## src/hw/rtl/ctscan_pkg.sv

```systemverilog
`timescale 1ns / 1ps

package ctscan_pkg;

    localparam int MAX_TOKEN_LEN = 99;
    localparam int CNT_W         = $clog2(MAX_TOKEN_LEN + 1);
    localparam int MODE_W        = 3;

    localparam logic [MODE_W-1:0] M_IDLE    = 3'd0;
    localparam logic [MODE_W-1:0] M_IDENT   = 3'd1;
    localparam logic [MODE_W-1:0] M_LIT     = 3'd2;
    localparam logic [MODE_W-1:0] M_COLON   = 3'd3;
    localparam logic [MODE_W-1:0] M_DOLLAR  = 3'd4;
    localparam logic [MODE_W-1:0] M_EQUAL   = 3'd5;
    localparam logic [MODE_W-1:0] M_LESS    = 3'd6;
    localparam logic [MODE_W-1:0] M_GREATER = 3'd7;

    localparam logic [4:0] K_ID   = 5'd7;
    localparam logic [4:0] K_LIT  = 5'd8;
    localparam logic [4:0] K_GETS = 5'd9;
    localparam logic [4:0] K_EQEQ = 5'd10;
    localparam logic [4:0] K_NE   = 5'd11;
    localparam logic [4:0] K_LE   = 5'd12;
    localparam logic [4:0] K_LT   = 5'd13;
    localparam logic [4:0] K_GE   = 5'd14;
    localparam logic [4:0] K_GT   = 5'd15;
    localparam logic [4:0] K_ADD  = 5'd16;
    localparam logic [4:0] K_SUB  = 5'd17;
    localparam logic [4:0] K_MUL  = 5'd18;
    localparam logic [4:0] K_DIV  = 5'd19;
    localparam logic [4:0] K_LP   = 5'd20;
    localparam logic [4:0] K_RP   = 5'd21;
    localparam logic [4:0] K_EOF  = 5'd22;
    localparam logic [4:0] K_ERR  = 5'd23;

    localparam logic [1:0] E_NONE     = 2'd0;
    localparam logic [1:0] E_BAD_PAIR = 2'd1;
    localparam logic [1:0] E_BAD_CHAR = 2'd2;
    localparam logic [1:0] E_TOO_LONG = 2'd3;

    localparam logic [7:0] CH_COLON      = 8'h3A;
    localparam logic [7:0] CH_DOLLAR     = 8'h24;
    localparam logic [7:0] CH_EQUAL      = 8'h3D;
    localparam logic [7:0] CH_LESS       = 8'h3C;
    localparam logic [7:0] CH_GREATER    = 8'h3E;
    localparam logic [7:0] CH_PLUS       = 8'h2B;
    localparam logic [7:0] CH_MINUS      = 8'h2D;
    localparam logic [7:0] CH_STAR       = 8'h2A;
    localparam logic [7:0] CH_SLASH      = 8'h2F;
    localparam logic [7:0] CH_LPAREN     = 8'h28;
    localparam logic [7:0] CH_RPAREN     = 8'h29;
    localparam logic [7:0] CH_UNDERSCORE = 8'h5F;
    localparam logic [7:0] CH_SPACE      = 8'h20;

    // Keyword text, first character in the low byte.
    localparam logic [39:0] KW_TEXT [7] = '{
        40'h00_64_61_65_72,
        40'h65_74_69_72_77,
        40'h00_00_00_66_69,
        40'h00_00_00_6F_64,
        40'h00_00_00_69_66,
        40'h00_00_00_64_6F,
        40'h6B_63_65_68_63
    };
    localparam logic [CNT_W-1:0] KW_LEN [7] = '{
        CNT_W'(4), CNT_W'(5), CNT_W'(2), CNT_W'(2), CNT_W'(2), CNT_W'(2), CNT_W'(5)
    };

    typedef struct packed {
        logic [4:0] kind;
        logic [6:0] length;
        logic [1:0] code;
        logic       last;
    } result_t;

    typedef struct packed {
        logic [MODE_W-1:0] mode;
        logic              fire;
        logic [4:0]        kind;
        logic [1:0]        code;
        logic              halt;
    } idle_t;

    function automatic logic is_letter(input logic [7:0] c);
        return (c inside {[8'h61:8'h7A]}) || (c inside {[8'h41:8'h5A]});
    endfunction

    function automatic logic is_digit(input logic [7:0] c);
        return c inside {[8'h30:8'h39]};
    endfunction

    function automatic logic is_space(input logic [7:0] c);
        return (c == CH_SPACE) || (c inside {[8'h09:8'h0D]});
    endfunction

    function automatic result_t make_result(input logic [4:0] kind,
                                            input logic [6:0] length,
                                            input logic [1:0] code);
        result_t r;
        r.kind   = kind;
        r.length = length;
        r.code   = code;
        r.last   = 1'b0;
        return r;
    endfunction

    function automatic logic [4:0] kw_kind(input logic [39:0] prefix,
                                           input logic [CNT_W-1:0] count);
        logic [4:0] kind;
        kind = K_ID;
        for (int k = 6; k >= 0; k--) begin
            if (count == KW_LEN[k] && prefix == KW_TEXT[k]) begin
                kind = 5'(k);
            end
        end
        return kind;
    endfunction

    function automatic idle_t scan_idle(input logic [7:0] c);
        idle_t s;
        s.mode = M_IDLE;
        s.fire = 1'b0;
        s.kind = K_ERR;
        s.code = E_NONE;
        s.halt = 1'b0;
        if (is_space(c)) begin
            s.fire = 1'b0;
        end else if (is_letter(c)) begin
            s.mode = M_IDENT;
        end else if (is_digit(c)) begin
            s.mode = M_LIT;
        end else begin
            case (c)
                CH_COLON:   s.mode = M_COLON;
                CH_DOLLAR:  s.mode = M_DOLLAR;
                CH_EQUAL:   s.mode = M_EQUAL;
                CH_LESS:    s.mode = M_LESS;
                CH_GREATER: s.mode = M_GREATER;
                CH_PLUS:    begin s.fire = 1'b1; s.kind = K_ADD; end
                CH_MINUS:   begin s.fire = 1'b1; s.kind = K_SUB; end
                CH_STAR:    begin s.fire = 1'b1; s.kind = K_MUL; end
                CH_SLASH:   begin s.fire = 1'b1; s.kind = K_DIV; end
                CH_LPAREN:  begin s.fire = 1'b1; s.kind = K_LP; end
                CH_RPAREN:  begin s.fire = 1'b1; s.kind = K_RP; end
                default:
                begin
                    s.fire = 1'b1;
                    s.kind = K_ERR;
                    s.code = E_BAD_CHAR;
                    s.halt = 1'b1;
                end
            endcase
        end
        return s;
    endfunction

endpackage

```

## src/hw/rtl/calculator_token_scanner_core.sv

```systemverilog
`timescale 1ns / 1ps

// Channel   Direction  Handshake          Payload
// in        sink       in_valid/in_stall  input_byte, end_of_input
// out       source     out_valid/out_stall token_kind, token_length, error_code, last_result
//
// One byte is taken per cycle while in_stall is low; each byte yields zero, one or two tokens.
// A byte passes through the input register, the scan logic and a four-entry token queue.
// Output runs at one token per cycle while out_stall is low; the input stalls while
// a byte waits in the input register and the queue holds three or more.
// Reset clears the scan state, the halt flag, the input register's full flag and the queue count and pointers.
module calculator_token_scanner_core (
    input  logic       clk,
    input  logic       rst_n,
    input  logic       in_valid,
    output logic       in_stall,
    input  logic [7:0] input_byte,
    input  logic       end_of_input,
    output logic       out_valid,
    input  logic       out_stall,
    output logic [4:0] token_kind,
    output logic [6:0] token_length,
    output logic [1:0] error_code,
    output logic       last_result
);
    import ctscan_pkg::*;

    logic                in_full_reg;
    logic                in_full_next;
    logic [7:0]          byte_reg;
    logic                eoi_reg;

    logic [MODE_W-1:0]   mode_reg;
    logic [MODE_W-1:0]   mode_next;
    logic [CNT_W-1:0]    cnt_reg;
    logic [CNT_W-1:0]    cnt_next;
    logic [39:0]         pre_reg;
    logic [39:0]         pre_next;
    logic                halt_reg;
    logic                halt_next;

    result_t             fifo_reg [4];
    logic [1:0]          head_reg;
    logic [1:0]          head_next;
    logic [1:0]          tail_reg;
    logic [1:0]          tail_next;
    logic [2:0]          count_reg;
    logic [2:0]          count_next;

    logic                accept;
    logic                proc;
    logic                pop;
    idle_t               idl;
    logic                use_idle;
    logic                fa_v;
    logic                fb_v;
    result_t             fa;
    result_t             fb;
    result_t             r0;
    result_t             r1;
    logic [1:0]          n_push;
    logic [6:0]          cur_len;

    assign in_stall  = in_full_reg && (count_reg > 3'd2);
    assign accept    = in_valid && !in_stall;
    assign proc      = in_full_reg && (count_reg <= 3'd2);
    assign out_valid = (count_reg != 3'd0);
    assign pop       = out_valid && !out_stall;
    assign cur_len   = 7'(cnt_reg);

    assign token_kind   = fifo_reg[head_reg].kind;
    assign token_length = fifo_reg[head_reg].length;
    assign error_code   = fifo_reg[head_reg].code;
    assign last_result  = fifo_reg[head_reg].last;

    assign in_full_next = accept ? 1'b1 : (proc ? 1'b0 : in_full_reg);

    always_comb
    begin
        idl       = scan_idle(byte_reg);
        mode_next = mode_reg;
        cnt_next  = cnt_reg;
        pre_next  = pre_reg;
        halt_next = halt_reg;
        use_idle  = 1'b0;
        fa_v      = 1'b0;
        fb_v      = 1'b0;
        fa        = '0;
        fb        = '0;
        if (proc && !halt_reg) begin
            if (eoi_reg) begin
                mode_next = M_IDLE;
                case (mode_reg)
                    M_IDENT:
                    begin
                        fa_v = 1'b1;
                        fa   = make_result(kw_kind(pre_reg, cnt_reg), cur_len, E_NONE);
                    end
                    M_LIT:
                    begin
                        fa_v = 1'b1;
                        fa   = make_result(K_LIT, cur_len, E_NONE);
                    end
                    M_LESS:
                    begin
                        fa_v = 1'b1;
                        fa   = make_result(K_LT, 7'd0, E_NONE);
                    end
                    M_GREATER:
                    begin
                        fa_v = 1'b1;
                        fa   = make_result(K_GT, 7'd0, E_NONE);
                    end
                    M_COLON, M_DOLLAR, M_EQUAL:
                    begin
                        fa_v      = 1'b1;
                        fa        = make_result(K_ERR, 7'd0, E_BAD_PAIR);
                        halt_next = 1'b1;
                    end
                    default: ;
                endcase
                if (!halt_next) begin
                    fb_v = 1'b1;
                    fb   = make_result(K_EOF, 7'd0, E_NONE);
                end
            end else begin
                case (mode_reg)
                    M_IDENT, M_LIT:
                    begin
                        if (is_digit(byte_reg) || ((mode_reg == M_IDENT) &&
                            (is_letter(byte_reg) || byte_reg == CH_UNDERSCORE))) begin
                            if (cnt_reg >= CNT_W'(MAX_TOKEN_LEN)) begin
                                fa_v      = 1'b1;
                                fa        = make_result(K_ERR, 7'd0, E_TOO_LONG);
                                halt_next = 1'b1;
                                mode_next = M_IDLE;
                            end else begin
                                if (cnt_reg < CNT_W'(5)) begin
                                    pre_next[{cnt_reg[2:0], 3'b000} +: 8] = byte_reg;
                                end
                                cnt_next = cnt_reg + CNT_W'(1);
                            end
                        end else begin
                            fa_v     = 1'b1;
                            fa       = (mode_reg == M_IDENT)
                                     ? make_result(kw_kind(pre_reg, cnt_reg), cur_len, E_NONE)
                                     : make_result(K_LIT, cur_len, E_NONE);
                            use_idle = 1'b1;
                        end
                    end
                    M_COLON, M_DOLLAR, M_EQUAL:
                    begin
                        fa_v      = 1'b1;
                        mode_next = M_IDLE;
                        if (mode_reg == M_COLON && byte_reg == CH_EQUAL) begin
                            fa = make_result(K_GETS, 7'd0, E_NONE);
                        end else if (mode_reg == M_EQUAL && byte_reg == CH_EQUAL) begin
                            fa = make_result(K_EQEQ, 7'd0, E_NONE);
                        end else if (mode_reg == M_DOLLAR && byte_reg == CH_DOLLAR) begin
                            fa = make_result(K_EOF, 7'd0, E_NONE);
                        end else begin
                            fa        = make_result(K_ERR, 7'd0, E_BAD_PAIR);
                            halt_next = 1'b1;
                        end
                    end
                    M_LESS:
                    begin
                        fa_v      = 1'b1;
                        mode_next = M_IDLE;
                        if (byte_reg == CH_GREATER) begin
                            fa = make_result(K_NE, 7'd0, E_NONE);
                        end else if (byte_reg == CH_EQUAL) begin
                            fa = make_result(K_LE, 7'd0, E_NONE);
                        end else begin
                            fa       = make_result(K_LT, 7'd0, E_NONE);
                            use_idle = 1'b1;
                        end
                    end
                    M_GREATER:
                    begin
                        fa_v      = 1'b1;
                        mode_next = M_IDLE;
                        if (byte_reg == CH_EQUAL) begin
                            fa = make_result(K_GE, 7'd0, E_NONE);
                        end else begin
                            fa       = make_result(K_GT, 7'd0, E_NONE);
                            use_idle = 1'b1;
                        end
                    end
                    default: use_idle = 1'b1;
                endcase
            end
        end
        if (use_idle) begin
            mode_next = idl.mode;
            fb_v      = idl.fire;
            fb        = make_result(idl.kind, 7'd0, idl.code);
            if (idl.halt) begin
                halt_next = 1'b1;
            end
            if (idl.mode == M_IDENT) begin
                cnt_next = CNT_W'(1);
                pre_next = {32'd0, byte_reg};
            end else if (idl.mode == M_LIT) begin
                cnt_next = CNT_W'(1);
            end
        end
    end

    // Pack the pending-token result ahead of the second one (a freshly scanned token or EOF) and flag the last.
    always_comb
    begin
        r0     = fa_v ? fa : fb;
        r1     = fb;
        n_push = 2'(fa_v) + 2'(fb_v);
        if (n_push == 2'd2) begin
            r1.last = 1'b1;
        end else begin
            r0.last = 1'b1;
        end
    end

    assign head_next  = pop ? head_reg + 2'd1 : head_reg;
    assign tail_next  = tail_reg + n_push;
    assign count_next = count_reg + 3'(n_push) - 3'(pop);

    always_ff @(posedge clk or negedge rst_n)
    begin
        if (!rst_n) begin
            in_full_reg <= 1'b0;
            mode_reg    <= M_IDLE;
            cnt_reg     <= '0;
            pre_reg     <= '0;
            halt_reg    <= 1'b0;
            head_reg    <= '0;
            tail_reg    <= '0;
            count_reg   <= '0;
        end else begin
            in_full_reg <= in_full_next;
            mode_reg    <= mode_next;
            cnt_reg     <= cnt_next;
            pre_reg     <= pre_next;
            halt_reg    <= halt_next;
            head_reg    <= head_next;
            tail_reg    <= tail_next;
            count_reg   <= count_next;
        end
    end

    always_ff @(posedge clk)
    begin
        if (accept) begin
            byte_reg <= input_byte;
            eoi_reg  <= end_of_input;
        end
        if (n_push != 2'd0) begin
            fifo_reg[tail_reg] <= r0;
        end
        if (n_push == 2'd2) begin
            fifo_reg[tail_reg + 2'd1] <= r1;
        end
    end

endmodule

```

## config.mk

```make
export PLATFORM = sky130hd
export DESIGN_NAME = calculator_token_scanner_core
export DESIGN_NICKNAME = d
export VERILOG_FILES = /design/src/hw/rtl/ctscan_pkg.sv /design/src/hw/rtl/calculator_token_scanner_core.sv
export SDC_FILE = /design/constraint.sdc
export NUM_CORES = 1
export LEC_CHECK = 0
export ABC_CLOCK_PERIOD_IN_PS = 3900
export BUFFER_PORTS_ARGS = -buffer_cell sky130_fd_sc_hd__buf_2
export CORE_ASPECT_RATIO = 0.9
export CORE_MARGIN = 8
export CORE_UTILIZATION = 50
export CTS_CLUSTER_DIAMETER = 40
export DETAILED_ROUTE_END_ITERATION = 8
export PLACE_DENSITY_LB_ADDON = 0.3
export SLEW_MARGIN = 0
export SYNTH_ARGS = -nofsm -noshare
export SYNTH_HDL_FRONTEND = slang
export SYNTH_SLANG_ARGS = --single-unit
```

## constraint.sdc

```tcl
create_clock -name clk -period 3.9 [get_ports clk]
set_input_delay 0.78 -clock clk [delete_from_list [all_inputs] [get_ports clk]]
set_output_delay 0.78 -clock clk [all_outputs]
set_load 0.01 [all_outputs]
```

; ---- After elaboration in Yosys (flattened, before gate mapping)
; Memory sizes are Yosys's and may differ from the RTL's.
; Cells that the tools add are included.
[word_totals]
ramBits = 60
n_memories = 1
input_bits = 13
romBits = 0
register_bits = 68
latchBits = 0
[op_classes]
add_sub_neg = 8
n_bitwise = 0
reduce_logical = 39
div_mod_pow = 0
eq_ne = 35
shifts = 2
muxes = 95
order_cmp = 12
mul = 0
[memory_table]
columns = name, words, width, read_ports, rd_clocked_by_memory_dff, write_ports, line_no
row1 = fifo_reg, 4, 15, 1, 0, 2, calculator_token_scanner_core.sv:42  ; result_t fifo_reg [4];
[ops]
columns = op, count
row1 = $mux W40, 8
row2 = $mux W15, 12
row3 = $eq A40 B15 Y1 const B, 4
row4 = $eq A8 B6 Y1 const B, 12
row5 = $eq A40 B39 Y1 const B, 2
row6 = $pmux W15 S5, 1
row7 = $pmux W15 S4, 1
row8 = $mux W7, 8
row9 = $pmux W6 S7, 1
row10 = $bwmux W40, 1
row11 = $eq A40 B31 Y1 const B, 1
row12 = $shift A8 B8 Y40 const A, 1
row13 = $shiftx A8 B8 Y40, 1
row14 = $mux W1, 36
row15 = $mux W11, 3
row16 = $mux W3, 9
row17 = $mux W5, 5
row18 = $logic_and A1 B1 Y1, 20
row19 = $mux W9, 2
row20 = $ge A8 B7 Y1 const B, 2
row21 = $le A8 B7 Y1 const B, 2
row22 = $pmux W3 S5, 1
row23 = $eq A7 B3 Y1 const B, 2
row24 = $mux W13, 1
row25 = 38 further kinds, 55

; ---- Longest topological paths before layout
; Gate-level depths: netlist of the first run.
[logic_depth]
depth_word = 16
ltp_mapped = 17
depth_no_buf = 15

; ---- Least setup slack after synthesis of the first run
; Ideal clock, no wire load.
[synth_path]
kind = flip-flop to flip-flop
start = reg mode_reg[2]
end = mem fifo_reg[1][0] (netlist bit), enable pin
required_time_ps = 3605
setup_time_ps = 295
n_path_buf = 3
arrival_ps = 3457
slack_ps = 147
synth_period_minus_slack_ps = 3753
stages_incl_launch_ff = 15
path_cell_list = dfrtp_1 > buf_2 > or3b_4 > a311o_1 > o21a_1 > a2111oi_0 > or3_1 > clkbuf_1 > clkinv_1 > ha_1 > clkbuf_1 > inv_1 > nor3_1 > a21oi_1 > inv_1
[synth_rtl]
columns = element, line_no
row1 = "start, declared", calculator_token_scanner_core.sv:33  ; logic [MODE_W-1:0] mode_reg;
row2 = "start signal, assigned", calculator_token_scanner_core.sv:240  ; mode_reg <= mode_next;
row3 = "end, declared", calculator_token_scanner_core.sv:42

; ---- Worst setup path after layout of the first run
[layout_path]
start = reg byte_reg[3]
end = reg count_reg[2]
[layout_via]
elab_chain_cells = 14
word_cells_on_any_way = 49
classes_between = add/sub (3) / order compare (8) / eq/ne (13) / mux (15) / reduce/logical (10)
[layout_lines]
columns = element, line_no
row1 = "start, declared", calculator_token_scanner_core.sv:30  ; logic [7:0] byte_reg;
row2 = "start signal, assigned", calculator_token_scanner_core.sv:253  ; byte_reg <= input_byte;
row3 = $ge A8 B7 Y1 or $le A8 B7 Y1 (tied branches), ctscan_pkg.sv:85  ; return (c inside {[8'h61:8'h7A]}) || (c inside {[8'h41:8'h5A]});
row4 = $logic_and A1 B1 Y1, ctscan_pkg.sv:85
row5 = $logic_or A1 B1 Y1, ctscan_pkg.sv:85
row6 = $logic_or A1 B1 Y1, calculator_token_scanner_core.sv:131  ; (is_letter(byte_reg) || byte_reg == CH_UNDERSCORE))) begin
row7 = $logic_and A1 B1 Y1, calculator_token_scanner_core.sv:130  ; if (is_digit(byte_reg) || ((mode_reg == M_IDENT) &&
row8 = $logic_or A1 B1 Y1, calculator_token_scanner_core.sv:130
row9 = $mux W1, calculator_token_scanner_core.sv:130
row10 = $pmux W1 S4, calculator_token_scanner_core.sv:127  ; case (mode_reg)
row11 = $mux W1, calculator_token_scanner_core.sv:91  ; if (eoi_reg) begin
row12 = $mux W1, calculator_token_scanner_core.sv:90  ; if (proc && !halt_reg) begin
row13 = $mux W1, calculator_token_scanner_core.sv:194  ; if (use_idle) begin
row14 = $add A1 B1 Y2 *, calculator_token_scanner_core.sv:215  ; n_push = 2'(fa_v) + 2'(fb_v);
row15 = $add A3 B2 Y3 *, calculator_token_scanner_core.sv:225  ; assign count_next = count_reg + 3'(n_push) - 3'(pop);
row16 = $sub A3 B1 Y3 *, calculator_token_scanner_core.sv:225
row17 = via count_next[2], calculator_token_scanner_core.sv:48  ; logic [2:0] count_next;
row18 = "end signal, assigned", calculator_token_scanner_core.sv:246  ; count_reg <= count_next;
row19 = "end, declared", calculator_token_scanner_core.sv:47  ; logic [2:0] count_reg;
; Mark *: on every way through the listed nets, which the timed path passes. The rest lies on a longest branch.
; A chain may end at the register's enable or synchronous reset.

==> flow_summary_export.csv, run 1 <==
group,metric,value,unit
status,status,"finished, final reports clean",
clocking,clockRootBuffer,"clkbuf_16",
synthesis,yosysWarnings,0,
detailed_routing,antenna_left,0,
detailed_routing,wl,17900,um
clocking,cts_buffers,17,
synthesis,synth_area,6710,um^2
min_path,hold_path.class,"reg -> reg",
synthesis,synth_nets,687,
power_and_ir_drop,power.density,561,nW/um^2
synthesis,synth_edf_count,33,
grt,grt_pass1_wl,29300,um
critical_path,crit_buf_inv,3,
detailed_routing,via_per_inst,6.33,
synthesis,synthFlopType,"dfrtp_1",
critical_path,crit_chain,"or4_4, a21oi_4, o211ai_1, a2111oi_2, nand4_1, nand2_1, inv_1, ha_1, inv_1, ha_1, inv_1, ha_1, fa_1, xnor2_2, xnor2_1",
critical_path,cp.arrival,4.11,ns
timing,layout_setup_ws,0.132,ns
synthesis,async_reset_ff_share,46.1,%
timing,skew,0.0135,ns
synthesis,yosysSeqAreaShare,47.5,%
layout,drive_above_1_share,19.7,%
detailed_routing,drtIter0Drc,620,
placed_design,io_buffers,29,
power_and_ir_drop,p_int,2960,uW
synthesis,ys_ff_latch,128,
clocking,hold_buffers,0,
critical_path,startpoint_type,"flip-flop",
critical_path,worst-path-max-fanout,4,
timing,hold_viol_final,0,
synthesis,postSynthAreaPerCell,10.1,um^2
critical_path,crit_path_end_kind,"flip-flop",
grt,grt_pass1_vias,5703,
placed_design,placed_cells,856,
power_and_ir_drop,power_frac_clock,34.9,%
critical_path,worstPathRequired,4.24,ns
grt,overflow,0,
power_and_ir_drop,p_sw_share,32.5,%
floorplan,ioPinCount,30,
grt,track_usage,20.6,%
detailed_routing,drc,0,
synthesis,ys_types,68,
layout,syn_to_final_growth,16.5,%
floorplan,fp.dieH,126,um
clocking,clk_pin_slew,0.06,ns
timing,setup_violations,0,
floorplan,initial_utilization,50.8,%
detailed_routing,wl_per_cell,20.1,um
timing,fmax,0.265,GHz
timing,final_max_slew_viol_count,0,
grt,grt_max_degree,46,
floorplan,row_count,40,
layout,fin_cells,890,
clocking,clk_path_buf_depth,2,
power_and_ir_drop,pwr-share-comb,26.3,%
layout,mostFrequentLayoutCells,"nand2_1, dfrtp_1, nor2_1",
timing,relSlewSlack,28.3,%
placed_design,preCtsSetupSlack,-0.0829,ns
clocking,cts_tree,"built",
layout,largest_reg_flops,60,
timing,period_share,96.6,%
layout,n_antenna_cell,0,
clocking,clock-sinks,128,
layout,nets,734,
critical_path,slowest_delay,0.59,ns
timing,period_needed,3.77,ns
power_and_ir_drop,p_leak,0.00309,uW
layout,final_common_cell,"nand2_1",
critical_path,worstSetupPathType,"reg -> reg",
floorplan,die_x,138,um
placed_design,place.gp.congestion,0.948,
timing,worst_pin_slew,1.08,ns
floorplan,die_area,17400,um^2
synthesis,synth_cells,662,
clocking,cts.htree.levels,4,
clocking,clk-insertion-delay-late,0.42,ns
job,cap_violations,0,
placed_design,dp_hpwl,12600,um
layout,fillers,1122,
critical_path,cp_slowest_cell,"or4_4",
power_and_ir_drop,pwr-share-seq,38.8,%
power_and_ir_drop,p_switching,1430,uW
power_and_ir_drop,peakVddDrop,0.000398,V
detailed_routing,dr.pass1.iters,7,
floorplan,core_area,13200,um^2
grt,antenna_found_initial,0,
critical_path,cp_top_family,"adder cells",
detailed_routing,vias,5638,
==> area by class of cell <==
cell class | count | area (um^2) | share of cell area (%)
well taps | 168 | 210 | 2.69
clock buffers | 23 | 510 | 6.53
flip-flops and latches | 128 | 3190 | 40.8
inverters | 20 | 75.1 | 0.961
repair buffers | 71 | 460 | 5.89
clock inverters | 9 | 65.1 | 0.833
multi-input cells | 471 | 3300 | 42.3
==> what timing repair did <==
action,4_1_cts,5_1_grt
setup buffers,0,2
pin swaps,0,3
gates cloned,0,0
setup endpoints to repair,1,1
endpoints found under the hold margin,0,0
resized for setup,2,5
==> logic make-up (layout without fill, tap and decap cells) <==
| kind of cell | Yosys count | after routing | synth area share, % |
|---|---|---|---|
| compound gates | 151 | 151 | 15.2 |
| xor+xnor | 13 | 13 | 1.70 |
| fa+ha+maj | 12 | 12 | 2.35 |
| buf+inv | 63 | 123 | 3.69 |
| flops | 128 | 128 | 47.5 |
| mux | 36 | 36 | 8.32 |
| simple gates | 259 | 259 | 21.2 |
==> synthesized netlist by cell type, types with 4 or more instances <==
cell type	instances	share of area (%)
o21ai_0	26	1.9
mux2_2	8	1.3
xor2_1	5	0.65
or4_1	7	0.78
nand4_1	12	1.1
o22ai_1	22	2.1
o21a_1	5	0.56
xnor2_1	8	1.0
nand3_1	24	1.8
nor2b_1	6	0.56
nor4_1	14	1.3
nor4b_1	4	0.52
nand2_1	66	3.7
mux2i_1	13	1.9
nor2_1	47	2.6
ha_1	11	2.1
clkbuf_1	37	2.1
or2_2	4	0.37
nand3b_1	6	0.67
nor3b_1	7	0.78
edfxtp_1	33	15
dfrtp_1	59	22
a21oi_1	33	2.5
a22o_1	31	4.0
mux4_2	15	5.0
and2_1	9	0.84
a32o_1	4	0.60
dfxtp_1	36	11
nor3_1	10	0.75
o21bai_1	4	0.45
nand2b_1	9	0.84
nor4bb_1	6	0.90
or3_1	7	0.65
inv_1	19	1.1
==> power by group through the flow <==
stage	Clock [uW]	Combinational, uW	Sequential (uW)
after global routing	1610	1260	1720
after floorplan	0	842	1620
final	1530	1150	1700
after global placement	0	1100	1710
after detailed placement	0	1130	1720
after CTS	1560	1130	1690
==> stage by stage <==
stage	hold WS (ns)	area [um^2]	util, %	setup TNS, ns	total power, uW
floorplan	0.420	6710	-	0	2460
global placement	0.435	7190	54.4	0	2810
detailed placement	0.451	7190	54.4	-0.0829	2840
CTS	0.465	7770	58.8	0	4380
global route	0.499	7810	59.1	-0.0357	4600
finish	0.462	7810	59.1	0	4380
==> worst min-delay path: stages, from the launching register on <==
cell,delay (ns)
dfxtp_1,0.32
nand2_1,0.04
o21ai_0,0.06
==> per-layer routing <==
layer / track usage [%] / up-vias / wire length [um]
met2: 31.9 / 281 / 8360
met3: 5.97 / 38 / 1510
met5: 0 / - / 0
li1: - / 2572 / -
met4: 7.41 / 0 / 297
met1: 26.9 / 2747 / 7690
==> final timing paths <==
path	end	slack, ns	from	cells past startpoint
worst max-delay path	count_reg[2]	0.13	byte_reg[3]	15
worst min-delay path	fifo_reg[2][13]	0.46	fifo_reg[2][13]	2
worst max register to register	count_reg[2]	0.13	byte_reg[3]	15
worst min register to register	fifo_reg[2][13]	0.46	fifo_reg[2][13]	2
max in group asynchronous	pre_reg[22]	2.54	rst_n	2
min in group asynchronous	pre_reg[9]	0.56	rst_n	1
Note: power is estimated with default switching activity, not from simulation.
==> run 2, diff against run 1 <==
- CORE_UTILIZATION: 50 -> 40
==> run 2 against run 1 <==
Compared with the run above: setup slack gained 0.14 ns; global-route usage shrank 2.4 points; sequential power is essentially flat; clock-buffer cell count shrank 6; clock power is essentially flat; sequential share of layout area shrank 0.34 points; largest cell class unchanged; largest power group unchanged.
==> flow_summary_export.csv, run 2 (synthesized netlist as in run 1, its figures left out) <==
group,metric,value,unit
placed_design,postPlaceCellArea,7250,um^2
placed_design,dp_hpwl,13400,um
status,status,"finished, final reports clean",
clocking,clockRootBuffer,"clkbuf_16",
detailed_routing,vias,5660,
clocking,cts_tree,"built",
layout,final_area,7880,um^2
power_and_ir_drop,power.density,559,nW/um^2
layout,fillers,1537,
timing,hold-worst-slack,0.460,ns
grt,track_usage,18.2,%
floorplan,fp.dieH,139,um
timing,relSlewSlack,35.1,%
detailed_routing,wl,18800,um
floorplan,die_area,21200,um^2
clocking,cts_buffers,17,
placed_design,place.gp.congestion,0.910,
clocking,cts.htree.levels,4,
job,cap_violations,0,
power_and_ir_drop,p_leak,0.00307,uW
grt,antenna_found_initial,0,
floorplan,ioPinCount,30,
floorplan,die_x,152,um
layout,largest_reg_flops,60,
clocking,hold_buffers,0,
timing,period_needed,3.63,ns
layout,nets,735,
timing,final_max_slew_viol_count,0,
detailed_routing,via_per_inst,6.06,
placed_design,io_buffers,29,
clocking,clk_pin_slew,0.06,ns
layout,syn_to_final_growth,17.5,%
timing,period_share,93.1,%
detailed_routing,dr.pass1.iters,5,
clocking,clk_path_buf_depth,2,
critical_path,cp.arrival,3.94,ns
detailed_routing,wl_per_cell,20.1,um
critical_path,crit_path_end_kind,"flip-flop",
detailed_routing,drtIter0Drc,460,
floorplan,core_area,16700,um^2
layout,multi_input_area,3320,um^2
power_and_ir_drop,power,4400,uW
timing,layout_setup_ws,0.268,ns
critical_path,startpoint_type,"flip-flop",
critical_path,worst-path-max-fanout,4,
layout,register_area,3190,um^2
clocking,clock-sinks,128,
clocking,clk-insertion-delay-late,0.42,ns
timing,skew,0.00663,ns
layout,fin_util,47.3,%
floorplan,row_count,45,
layout,n_antenna_cell,0,
timing,worst_pin_slew,0.973,ns
min_path,hold_path.class,"reg -> reg",
grt,grt_pass1_vias,5539,
grt,grt_max_degree,40,
grt,overflow,0,
critical_path,worstPathRequired,4.21,ns
layout,drive_above_1_share,20.5,%
grt,grt_pass1_wl,30800,um
power_and_ir_drop,peakVddDrop,0.000291,V
placed_design,preCtsSetupSlack,-0.0308,ns
layout,mostFrequentLayoutCells,"nand2_1, dfrtp_1, nor2_1",
timing,fmax,0.275,GHz
detailed_routing,antenna_left,0,
layout,final_common_cell,"nand2_1",
timing,setup_violations,0,
critical_path,worstSetupPathType,"reg -> reg",
floorplan,initial_utilization,40.2,%
detailed_routing,drc,0,
timing,hold_viol_final,0,
-- run 2: through the flow --
stage	std cells	TNS (ns)
2_1_floorplan	662	0
3_3_place_gp	900	0
3_5_place_dp	900	-0.0308
4_1_cts	932	0
5_1_grt	934	-0.00831
6_report	934	0
-- run 2: worst max-delay path: stages, from the launching register on --
cell and delay [ns]:
edfxtp_1 0.39, or4_4 0.59, a21oi_4 0.18, o211ai_1 0.14
a2111oi_2 0.42, nand4_1 0.21, nand2_2 0.13, inv_2 0.05
ha_4 0.26, inv_1 0.04, ha_1 0.26, inv_1 0.04
ha_2 0.17, fa_2 0.37, xnor2_2 0.14, xnor2_1 0.12
-- run 2: path summary, 6_finish.rpt --
check	depth (start not counted)	startpoint	slack, ns	endpoint
worst min-delay path	2	fifo_reg[2][13]	0.46	fifo_reg[2][13]
worst max register to register	15	byte_reg[4]	0.27	count_reg[2]
worst min register to register	2	fifo_reg[2][13]	0.46	fifo_reg[2][13]
min in group asynchronous	1	rst_n	0.51	pre_reg[26]
worst max-delay path	15	byte_reg[4]	0.27	count_reg[2]
max in group asynchronous	2	rst_n	2.55	pre_reg[39]
-- run 2: where the power goes --
group / total, uW / internal, uW / switching (uW) / leakage [uW]
Sequential: 1690 / 1510 / 181 / 0.00139
Clock: 1520 / 881 / 635 / 0.000264
Combinational: 1190 / 519 / 674 / 0.00141
Total: 4400 / 2910 / 1490 / 0.00307
-- run 2: cell type report --
type	count	area share, %
Multi-Input combinational cell	471	42.2
Sequential cell	128	40.5
Timing Repair Buffer	72	5.94
Clock buffer	17	5.40
Tap cell	211	3.35
Clock inverter	15	1.70
Inverter	20	0.953
-- run 2: layer usage --
layer,up-vias,wire [um],global-route usage (%)
met5,-,0,0
met3,15,1430,4.95
met1,2810,8850,25.4
met4,0,183,6.04
met2,245,8330,26.7
li1,2590,-,-
-- run 2: what timing repair did --
action                                  in CTS  in global routing
hold endpoints to repair                     0                  0
resized for setup                            1                 12
pin swaps                                    0                  8
endpoints found under the setup margin       1                 14
buffers inserted                             0                  2
